$ cat src/design/rational_arith_unit_top_macros.svh
// Assertion macros shared by the rational arithmetic unit.
// Depends on nothing; included by the modules that carry assertions.
`ifndef RATIONAL_ARITH_UNIT_TOP_MACROS_SVH
`define RATIONAL_ARITH_UNIT_TOP_MACROS_SVH

// Condition true in a cycle implies the consequence in the same cycle.
`define RAU_ASSERT_NOW(label, clk, rst_n, ante, cons) \
    label: assert property (@(posedge clk) disable iff (!rst_n) (ante) |-> (cons)) \
        else $error("assertion failed");

// Condition true in a cycle implies the consequence in the next cycle.
`define RAU_ASSERT_NEXT(label, clk, rst_n, ante, cons) \
    label: assert property (@(posedge clk) disable iff (!rst_n) (ante) |=> (cons)) \
        else $error("assertion failed");

`endif

$ cat src/design/rau_pkg.sv
// Package of the rational arithmetic unit: op codes, multiplier selects, states, command and status types.
// Depends on nothing.
package rau_pkg;

    localparam int IN_WIDTH_DEF = 32;

    localparam logic [2:0] OP_ADD = 3'd0;
    localparam logic [2:0] OP_SUB = 3'd1;
    localparam logic [2:0] OP_MUL = 3'd2;
    localparam logic [2:0] OP_DIV = 3'd3;
    localparam logic [2:0] OP_CMP = 3'd4;
    localparam logic [2:0] OP_ABS = 3'd5;

    localparam logic [1:0] MSEL_P0 = 2'd0;
    localparam logic [1:0] MSEL_P1 = 2'd1;
    localparam logic [1:0] MSEL_P2 = 2'd2;

    typedef enum logic [3:0] {
        ST_IDLE,
        ST_MUL0,
        ST_MUL1,
        ST_MUL2,
        ST_COMB,
        ST_GCD_TWO,
        ST_GCD_ODD,
        ST_DIV,
        ST_FIN
    } t_state;

    typedef struct packed {
        logic       load;
        logic       mul_en;
        logic [1:0] mul_sel;
        logic       comb;
        logic       two_step;
        logic       odd_step;
        logic       div_init;
        logic       div_step;
        logic       out_load;
    } t_cmd;

    typedef struct packed {
        logic direct;
        logic both_even;
        logic xy_equal;
        logic div_last;
        logic out_full;
    } t_status;

endpackage

$ cat src/design/rau_ctrl.sv
// Controller state machine of the rational arithmetic unit.
// Depends on rau_pkg and rational_arith_unit_top_macros.svh.
`include "rational_arith_unit_top_macros.svh"

module rau_ctrl (
    input  logic             i_clk,
    input  logic             i_rst_n,
    input  logic             i_in_valid,
    output logic             o_in_ready,
    input  rau_pkg::t_status i_status,
    output rau_pkg::t_cmd    o_cmd
);

    rau_pkg::t_state r_state;
    rau_pkg::t_state n_state;

    // State register.
    always_ff @(posedge i_clk) begin
        if (!i_rst_n) begin
            r_state <= rau_pkg::ST_IDLE;
        end else begin
            r_state <= n_state;
        end
    end

    // Next state and commands.
    always_comb begin
        n_state    = r_state;
        o_cmd      = '0;
        o_in_ready = 1'b0;
        case (r_state)
            rau_pkg::ST_IDLE: begin
                o_in_ready = 1'b1;
                if (i_in_valid) begin
                    o_cmd.load = 1'b1;
                    n_state    = rau_pkg::ST_MUL0;
                end
            end
            rau_pkg::ST_MUL0: begin
                o_cmd.mul_en  = 1'b1;
                o_cmd.mul_sel = rau_pkg::MSEL_P0;
                n_state       = rau_pkg::ST_MUL1;
            end
            rau_pkg::ST_MUL1: begin
                o_cmd.mul_en  = 1'b1;
                o_cmd.mul_sel = rau_pkg::MSEL_P1;
                n_state       = rau_pkg::ST_MUL2;
            end
            rau_pkg::ST_MUL2: begin
                o_cmd.mul_en  = 1'b1;
                o_cmd.mul_sel = rau_pkg::MSEL_P2;
                n_state       = rau_pkg::ST_COMB;
            end
            rau_pkg::ST_COMB: begin
                o_cmd.comb = 1'b1;
                n_state    = i_status.direct ? rau_pkg::ST_FIN : rau_pkg::ST_GCD_TWO;
            end
            rau_pkg::ST_GCD_TWO: begin
                if (i_status.both_even) begin
                    o_cmd.two_step = 1'b1;
                end else begin
                    n_state = rau_pkg::ST_GCD_ODD;
                end
            end
            rau_pkg::ST_GCD_ODD: begin
                if (i_status.xy_equal) begin
                    o_cmd.div_init = 1'b1;
                    n_state        = rau_pkg::ST_DIV;
                end else begin
                    o_cmd.odd_step = 1'b1;
                end
            end
            rau_pkg::ST_DIV: begin
                o_cmd.div_step = 1'b1;
                if (i_status.div_last) begin
                    n_state = rau_pkg::ST_FIN;
                end
            end
            rau_pkg::ST_FIN: begin
                if (!i_status.out_full) begin
                    o_cmd.out_load = 1'b1;
                    n_state        = rau_pkg::ST_IDLE;
                end
            end
            default: begin
                n_state = rau_pkg::ST_IDLE;
            end
        endcase
    end

    // A result is never written over one that waits.
    `RAU_ASSERT_NOW(a_no_overwrite, i_clk, i_rst_n, o_cmd.out_load, !i_status.out_full)
    // An accepted transaction starts the multiply sequence.
    `RAU_ASSERT_NEXT(a_load_mul, i_clk, i_rst_n, o_cmd.load, r_state == rau_pkg::ST_MUL0)
    // Equal gcd operands start the divide.
    `RAU_ASSERT_NEXT(a_gcd_div, i_clk, i_rst_n,
        (r_state == rau_pkg::ST_GCD_ODD) && i_status.xy_equal, r_state == rau_pkg::ST_DIV)

endmodule

$ cat config.mk
export PLATFORM = sky130hd
export DESIGN_NAME = rau_ctrl
export DESIGN_NICKNAME = d
export VERILOG_FILES = /design/src/design/rau_pkg.sv /design/src/design/rau_ctrl.sv
export VERILOG_INCLUDE_DIRS = /design/src /design/src/design
export SDC_FILE = /design/constraint.sdc
export NUM_CORES = 1
export LEC_CHECK = 0
export ABC_AREA = 1
export BUFFER_PORTS_ARGS = -buffer_cell sky130_fd_sc_hd__buf_2
export CAP_MARGIN = 20
export CORE_MARGIN = 2
export CORE_UTILIZATION = 25
export CTS_BUF_LIST = sky130_fd_sc_hd__clkbuf_8
export DETAILED_ROUTE_END_ITERATION = 10
export PLACE_DENSITY = 0.56
export SLEW_MARGIN = 20
export SYNTH_ARGS = -nofsm -noshare
export SYNTH_HDL_FRONTEND = slang
export SYNTH_SLANG_ARGS = --single-unit
$ cat constraint.sdc
create_clock -name i_clk -period 1.1 [get_ports i_clk]
set_input_delay 0.055 -clock i_clk [delete_from_list [all_inputs] [get_ports i_clk]]
set_output_delay 0.055 -clock i_clk [all_outputs]
set_load 0.01 [all_outputs]
Yosys cells after proc, flatten, opt, wreduce, memory -nomap -nowiden
Cells that the tools add are included.
Storage, ports and cells
  register bits after elaboration: 4
  bits of input ports: 8
  output and inout port bits: 11
  word-level logic and storage cells: 36
Operators by class
  mux-type cells: 20
  reduce and logical (&&, ||, !) cells: 2
  equality and inequality tests: 13
Operators with widths (count)
  $pmux W4 S9: 1
  $mux W4: 6
  $eq A4 B3 Y1 const B: 4
  $mux W1: 11
  $ne A2 B2 Y1 const B: 5
  $pmux W3 S3: 1
  $eq A4 B2 Y1 const B: 2
  $reduce_and A5 Y1: 1
  $eq A4 B1 Y1 const B: 1
  $eq A4 B4 Y1 const B: 1
  $logic_not A4 Y1: 1
  $mux W2: 1

Depth between registers and ports, before layout
  depth after elaboration: 3
  gate-level depth with buffers: 10
  gate-level depth less buffers: 10

Worst setup path after synthesis
Ideal clock, no wire load.
  kind: reg-to-reg
  start: register r_state[0]
  end: register r_state[1]
  path slack: -0.005 ns
  path buffers: 0
  setup time: 0.113 ns
  cell stages (with the launch flop): 8
  data arrival time: 0.992 ns
  required time: 0.987 ns
  period minus slack after synthesis: 1.105 ns
  path through: dfxtp_1 -> nor2_2 -> nand3_1 -> nand3_2 -> nor2_4 -> nand2_1 -> nand2_1 -> nor2_1
Between the ends
  longest elaborated chain between the ends: 3
  elaborated cells on any way between the ends: 16
  those cells by class: eq/ne (13); mux (1); reduce/logical (2)
RTL lines
  from (decl): RTL line rau_ctrl.sv:14  | rau_pkg::t_state r_state;
  from (signal assigned): RTL line rau_ctrl.sv:20  | r_state <= rau_pkg::ST_IDLE;
  from (signal assigned): RTL line rau_ctrl.sv:22  | r_state <= n_state;
  $eq A4 B3 Y1, or another cell as far along: RTL line rau_ctrl.sv:31  | case (r_state)
  $ne A2 B2 Y1 (no source line)
  $reduce_and A5 Y1 (no source line)
Parallel ways exist; a longest one is shown, timed or not.
A chain may end at the register's enable or synchronous reset.

==> results.py <==
metrics = {
    "routing": {
        "ant_nets": 0,
        "drt-initial-drc-count": 4,
        "vias": 525,
        "totalWireLength_um": 1184,
        "drc": 0,
        "avgRoutedWirePerCell_um": 9.950,
        "first_pass_iters": 3,
        "via_per_inst": 4.412,
    },
    "worst_setup_path": {
        "cp-start-kind": "register",
        "rr_startpoint": "r_state[3]$_SDFFE_PN0P_",
        "critPathKind": "register to output port",
        "endpoint_kind": "output port",
        "worstPathCellList": "nor2_4 -> inv_2 -> nor4_2 -> buf_2",
        "slowest_delay_ns": 0.36,
        "worstPathArrival_ns": 1.21,
        "crit_fanout": 5,
        "crit_slowest_cell": "dfxtp_4",
        "r2r_slack_ns": -0.14,
        "cp-startpoint": "r_state[3]$_SDFFE_PN0P_",
        "cp.buffers_inverters": 2,
        "cp_top_family": "simple AND/OR/NAND/NOR gates",
        "cp_data_required_time_ns": 1.04,
    },
    "flow_run": {
        "drv_cap": 0,
    },
    "power": {
        "leakage_uw": 0.0004285,
        "ir_drop_v": 0.001128,
        "cellPowerDensity_nw_per_um2": 3098,
    },
    "timing": {
        "final.min_clock_period_ns": 1.261,
        "timing.fmax_ghz": 0.7930,
        "rsz0062_at_grt": "true",
        "finalSetupTns_ns": -1.834,
        "fin_ws_ns": -0.1610,
        "hold_viol_final": 0,
        "fin_worst_skew_ns": 0.001613,
        "worst_pin_slew_ns": 0.1987,
        "slew_headroom": 0.8669,
        "setup_viol": 15,
        "fin_crit_sh": 1.146,
        "final-max-slew-violation-count": 0,
    },
    "cts": {
        "insertion_delay_ns": 0.22,
        "cts_buffers": 3,
        "h-tree-depth": 1,
        "cts_tree": "built",
        "cts_sinks": 4,
        "cts_root_buffer": "clkbuf_8",
        "clockBufferDepth": 2,
        "path_clk_slew_ns": 0.03,
    },
    "final_layout": {
        "nNetsFinal": 113,
        "largest_reg_flops": 4,
        "syn_to_final_growth_pct": 99.34,
        "layout_common_cells": "buf_2, buf_4, nand2_1, inv_1, nor2_1",
        "fill_cells": 149,
        "final_util": 0.5164,
        "final_common_cell": "buf_2",
        "top_register": "r_state",
        "antennaDiodeCount": 0,
        "reg_top3": "r_state x4",
        "layout-drive-gt1-share": 0.6214,
    },
    "global_route": {
        "grt_use_met2": 0.2636,
        "grt_max_degree": 8,
        "gr-total-overflow": 0,
        "grt.total_usage": 0.1476,
        "first_global_vias": 516,
        "use_met1": 0.1641,
        "use_met3": 0.03830,
        "busiest_layer": "met2",
        "grt_first_pass_wirelength_um": 2021,
        "antenna_found_initial": 0,
    },
    "synth": {
        "ys_seq_area_frac": 0.2126,
        "ys_types": 16,
        "avgSynthCellArea_sq_um": 5.706,
        "yosys.area.top_type_share": 0.2126,
        "syn_nets": 74,
        "ys_ff_latch": 4,
        "synthCells": 66,
        "synthesis.area_sq_um": 376.6,
        "synthTopCellsByArea": "dfxtp_1, inv_1, nor2_1, nand2_1, nand3_1",
        "ys_warn_count": 0,
        "synth_top_cell_by_area": "dfxtp_1",
    },
    "place": {
        "io_buffers": 18,
        "gp_congestion": 0.7528,
        "place_hpwl_um": 811,
    },
    "floorplanning": {
        "num_io_pins": 19,
        "initial_core_util": 0.2590,
        "core_area_sq_um": 1454,
        "die_w_um": 42.81,
        "die_y_um": 42.81,
        "dieArea_sq_um": 1833,
        "num_rows": 14,
    },
    "outcome": {
        "status": "finished with violations",
        "violations": "negative setup slack",
    },
    "worst_hold_path": {
        "hp-class": "primary input to register",
        "hp-start": "i_rst_n",
    },
}
-- cell families (layout without fill, tap and decap cells) --
kind of cell           after synthesis  after routing  synth area share
AOI/OAI and AO/OA                    4              4           0.06643
buffers and inverters               16             53            0.1595
DFF                                  4              4            0.2126
and+or+nand+nor                     42             42            0.5614
-- where the power goes --
group | total (uW) | internal [uW] | switching (uW) | leakage (uW)
sequential | 380 | 247 | 134 | 0.0000353
combinational | 1640 | 811 | 825 | 0.000372
clock | 309 | 233 | 76.0 | 0.0000216
-- synth_stat cells --
library cell  count
dfxtp_1           4
nor2_1           12
nor2_4            3
o211ai_1          1
a21oi_1           1
nor3_1            3
nand2_1          11
nand3_2           1
nand2_2           1
nor4_1            2
o21bai_1          1
inv_1            14
nand3_1           7
nor2_2            2
o21ai_0           1
inv_2             2
-- per-stage QoR --
stage	area, sq um	power [uW]	worst slack [ns]	instances	hold WS (ns)
final	750.7	2326	-0.1610	119	0.09697
after global routing	750.7	2509	-0.2429	119	0.1036
after CTS	724.4	2212	-0.1709	118	0.09387
after detailed placement	555.5	1436	-0.1067	109	0.3222
after global placement	555.5	1425	-0.08113	109	0.3140
after floorplan	377.9	994.3	0.01884	66	0.1604
-- cell type report --
class | instances | area [sq um] | area share
Clock buffer | 3 | 41.29 | 0.05500
Inverter | 16 | 62.56 | 0.08333
Multi-Input combinational cell | 46 | 296.5 | 0.3950
Sequential cell | 4 | 92.59 | 0.1233
Tap cell | 16 | 20.02 | 0.02667
Timing Repair Buffer | 34 | 237.7 | 0.3167
-- routing by layer --
layer	part of all wire	vias to the layer above
met2	0.53	14
met4	0.012	0
li1	-	278
met3	0.047	2
met5	0	-
met1	0.41	231
-- tightest hold or removal path, cell delays in order --
cell and delay (ns):
buf_2 0.13, nand2_1 0.06, nor2_1 0.03
-- what timing repair did --
action,in CTS,in global routing
endpoints found under the hold margin,0,0
endpoints found under the setup margin,15,15
hold buffers,0,0
pin swaps,5,5
buffers inserted,6,1
gates resized for setup,25,7
-- path summary, 6_finish.rpt --
check                                                to  cells past startpoint
worst max-delay path                           o_cmd[2]                      4
worst max register to register  r_state[3]$_SDFFE_PN0P_                      9
worst min register to register  r_state[3]$_SDFFE_PN0P_                      2
worst min-delay path            r_state[0]$_SDFFE_PN0P_                      3
No activity file was read; power rests on OpenSTA's default activity.
